--- src/hmq_pkg.sv ---
package hmq_pkg;

   localparam int unsigned HMQ_CAPACITY = 64;
   localparam int unsigned KEY_WIDTH = 32;
   localparam int unsigned PAYLOAD_WIDTH = 32;
   localparam int unsigned COUNT_WIDTH = 7;

   localparam logic [1:0] ACT_INSERT = 2'd0;
   localparam logic [1:0] ACT_EXTRACT = 2'd1;
   localparam logic [1:0] ACT_PEEK = 2'd2;

   localparam logic [1:0] ST_OK = 2'd0;
   localparam logic [1:0] ST_EMPTY = 2'd1;
   localparam logic [1:0] ST_FULL = 2'd2;

   typedef struct packed {
      logic [1:0]               action;
      logic [KEY_WIDTH-1:0]     key;
      logic [PAYLOAD_WIDTH-1:0] payload;
   } req_beat_type;

   typedef struct packed {
      logic [1:0]               status;
      logic [KEY_WIDTH-1:0]     out_key;
      logic [PAYLOAD_WIDTH-1:0] out_payload;
      logic [COUNT_WIDTH-1:0]   count;
      logic                     is_empty;
   } rsp_beat_type;

   typedef struct packed {
      logic [KEY_WIDTH-1:0]     key;
      logic [PAYLOAD_WIDTH-1:0] payload;
   } entry_type;

   // operands of the shared compare unit
   typedef struct packed {
      logic                 down;
      logic [KEY_WIDTH-1:0] mov_key;
      logic [KEY_WIDTH-1:0] a_key;
      logic [KEY_WIDTH-1:0] b_key;
      logic                 b_ok;
   } cmp_req_type;

   typedef struct packed {
      logic take_b;
      logic move;
   } cmp_result_type;

endpackage

--- src/hmq_cmp.sv ---
module hmq_cmp (
   input  hmq_pkg::cmp_req_type    cmp_req,
   output hmq_pkg::cmp_result_type cmp_res
);
   import hmq_pkg::*;

   logic m_lt_a;
   logic a_lt_m;
   logic b_lt_m;
   logic b_lt_a;

   always_comb begin
      m_lt_a = cmp_req.mov_key < cmp_req.a_key;
      a_lt_m = cmp_req.a_key < cmp_req.mov_key;
      b_lt_m = cmp_req.b_key < cmp_req.mov_key;
      // left child wins a tie
      b_lt_a = cmp_req.b_ok && (cmp_req.b_key < cmp_req.a_key);
      if (cmp_req.down) begin
         cmp_res.take_b = b_lt_a;
         cmp_res.move = b_lt_a ? b_lt_m : a_lt_m;
      end else begin
         cmp_res.take_b = 1'b0;
         cmp_res.move = m_lt_a;
      end
   end

endmodule

--- config.mk ---
export PLATFORM = sky130hd
export DESIGN_NAME = hmq_cmp
export DESIGN_NICKNAME = d
export VERILOG_FILES = /design/src/hmq_pkg.sv /design/src/hmq_cmp.sv
export SDC_FILE = /design/constraint.sdc
export NUM_CORES = 1
export LEC_CHECK = 0
export ABC_CLOCK_PERIOD_IN_PS = 1900
export BUFFER_PORTS_ARGS = -buffer_cell sky130_fd_sc_hd__buf_2
export CAP_MARGIN = 20
export CORE_MARGIN = 4
export CORE_UTILIZATION = 46
export DETAILED_ROUTE_END_ITERATION = 7
export PLACE_DENSITY = 0.8
export SLEW_MARGIN = 15
export SYNTH_ARGS = -nofsm -noshare
export SYNTH_HDL_FRONTEND = slang
export SYNTH_SLANG_ARGS = --single-unit
--- constraint.sdc ---
create_clock -name vclk -period 1.9
set_input_delay 0.19 -clock vclk [all_inputs]
set_output_delay 0.19 -clock vclk [all_outputs]
set_load 0.05 [all_outputs]
==> flow_summary_export.csv <==
group,metric,value,unit
final_layout,nClkBuffers,0,
synth,synth.distinct_cells,29,
global_route,antenna_found_initial,0,
floorplanning,start_util,48.03,%
run_status,status,"finished, violations left",
pwr,p_leak,1.895,nW
synth,synthTopCellsByArea,"ha_1 (52%), inv_1 (11%), a21oi_1 (7.7%)",
synth,netlist_instances,314,
final_layout,area_growth,40.77,%
global_route,grt_max_degree,5,
pwr,powerDensity,219.9,mW/mm^2
setup_path,critPathMaxFanout,3,
floorplanning,rows,25,
floorplanning,dieArea,0.006155,mm^2
sta,slew_headroom,79.35,%
clock_tree,postCtsSetupBuffers,0,
run_status,violations,"setup timing",
sta,fmax,436.3,MHz
sta,tightest_slew,0.3098,ns
sta,hold_ws,0.7556,ns
sta,hold_viol,0,
final_layout,fill_cells,440,
sta,finalCriticalPeriod,2.292,ns
synth,synthTopCellsByCount,"ha_1 (94), inv_1 (64), a21oi_1 (35)",
sta,slew_viol_final,0,
synth,yosysMostFrequentCell,"ha_1",
final_layout,nets,640,
pwr,combPwrFrac,100.0,%
detailed_routing,wl_per_cell,12.33,um
min_path,hold_end,"cmp_res[0]",
final_layout,multiInputGateArea,0.002120,mm^2
min_path,hold_class,"input port to output pin",
pwr,seq_power_share,0,%
detailed_routing,drt_first_iter_violations,71,
global_route,grt_overflow,0,
final_layout,antenna_cells,0,
floorplanning,die_w,78.46,um
pwr,pwr-share-clk,0,%
pwr,power.total,706.7,uW
detailed_routing,wl,6325,um
setup_path,cp.required,1.71,ns
sta,setup_viol,2,
detailed_routing,viasPerCell,5.109,
global_route,grt_pass1_vias,2517,
final_layout,drive_gt1_share,34.08,%
setup_path,cp.arrival,2.10,ns
setup_path,start_kind,"input port",
sta,setup_ws,-0.3919,ns
pwr,switchingPower,361.1,uW
global_route,grt_pass1_wl,10240,um
synth,synth_top_cell_area_share,51.51,%
pwr,swShare,51.10,%
pwr,peakVddDrop,0.1255,mV
setup_path,critPathCaptureType,"output pin",
synth,synth_nets,506,
placement,dp_cells,513,
min_path,min_from,"cmp_req[97]",
min_path,hold_depth,3,
run,drv_cap,0,
sta,rsz0062_at_grt,"yes",
final_layout,seqCellArea,0,um^2
sta,min_period_over_period,120.6,%
synth,syn_area_per_cell,7.272,um^2
final_layout,fin_util,67.61,%
detailed_routing,dr.pass1.iters,4,
synth,yosysTopAreaCell,"ha_1",
synth,syn_area,0.002283,mm^2
placement,port-buffer-count,100,
setup_path,crit_type,"input port to output pin",
detailed_routing,drc_errors,0,
placement,gp_congestion,0.8105,
final_layout,design.seq.count,0,
detailed_routing,vias,2621,
synth,ys_warn_count,0,
pwr,p_int,345.6,uW
placement,dp_hpwl,6069,um
synth,yosysSeqAreaShare,0,%
detailed_routing,ant_nets,0,
floorplanning,coreArea,0.004755,mm^2
final_layout,fin_cells,513,
global_route,groute.usage.overall,19.49,%
floorplanning,die_h,78.46,um
floorplanning,io-pin-count,100,
placement,dp_slack,-0.5406,ns
## layer usage
layer	global-route usage, %	wire (um)
met5	0	0
met4	1.399	36
met3	0.6881	259
met2	37.41	3168
met1	24.90	2861
## timing repair
item                                   in CTS  in global routing
setup endpoints to repair                   2                  2
cloned                                      0                  0
hold buffers                                0                  0
endpoints found under the hold margin       0                  0
pin swaps                                   3                  0
gates resized for setup                     8                  1
## power by group through the flow
stage | Combinational, mW | Sequential, mW | Clock, mW
2_1_floorplan | 0.393 | 0 | 0
4_1_cts | 0.709 | 0 | 0
6_report | 0.707 | 0 | 0
3_5_place_dp | 0.690 | 0 | 0
5_1_grt | 0.803 | 0 | 0
3_3_place_gp | 0.660 | 0 | 0
## cell families after synthesis
group	after synthesis	share of synthesized area, %
buffers and inverters	64	10.52
AND/OR/NAND/NOR	78	16.88
multiplexers	1	0.4931
AO/OA/AOI/OAI	77	20.60
adder cells (fa/ha/maj)	94	51.51
## per-stage QoR
| step | instance area, um^2 | setup TNS (ns) |
|---|---|---|
| detailed placement | 3181 | -0.7011 |
| global placement | 3181 | -0.5895 |
| floorplan | 2356 | -0.06509 |
| CTS | 3208 | -0.4433 |
| finish | 3214 | -0.4421 |
| global route | 3214 | -0.6747 |
## layout make-up
type / instances / area share (%)
repair buffers: 132 / 23.51
well taps: 67 / 2.608
multi-input cells: 250 / 65.94
inverters: 64 / 7.941
## placed cells by master, fill, tap and decap left out
cell       instances
o211ai_1           3
o21ai_1            5
a211o_1            1
a21oi_2            2
and2_1             1
a32oi_2            1
inv_2              4
a211oi_1           3
ha_1              91
nand3_1            5
a21oi_1           33
a31oi_1            1
buf_2             97
nor2b_1            3
nand4_1            9
nor4_4             1
a221oi_1           4
buf_4             33
nand2_1           32
mux2_4             1
a211oi_2           2
nand2b_1           1
nor3_1             6
a21o_1             3
nand2_2            1
inv_1             58
ha_4               3
a21o_4             1
o2bb2ai_2          1
inv_12             1
a22oi_1            1
and4_1             5
nor2_1            11
nor4_2             1
buf_6              2
inv_4              1
a2111o_1           1
nor4_1             2
o21ai_0           15
## worst max-delay path by stage
| stage | endpoint | startpoint | slack, ns | depth (start not counted) |
|---|---|---|---|---|
| after floorplan | cmp_res[0] | cmp_req[90] | -0.07 | 9 |
| after global placement | cmp_res[0] | cmp_req[90] | -0.49 | 11 |
| after global routing | cmp_res[0] | cmp_req[91] | -0.51 | 11 |
| final | cmp_res[0] | cmp_req[92] | -0.39 | 11 |
| after detailed placement | cmp_res[0] | cmp_req[90] | -0.54 | 11 |
| after CTS | cmp_res[0] | cmp_req[91] | -0.39 | 11 |
## worst max-delay path, stage by stage
cell and delay (ns):
buf_2 0.09, inv_2 0.04, ha_1 0.28, nand4_1 0.19, nor4_4 0.21, nand4_1 0.20
a211oi_2 0.19, nor3_1 0.09, mux2_4 0.29, a21o_4 0.20, buf_6 0.14
No activity file was read; power rests on OpenSTA's default activity.
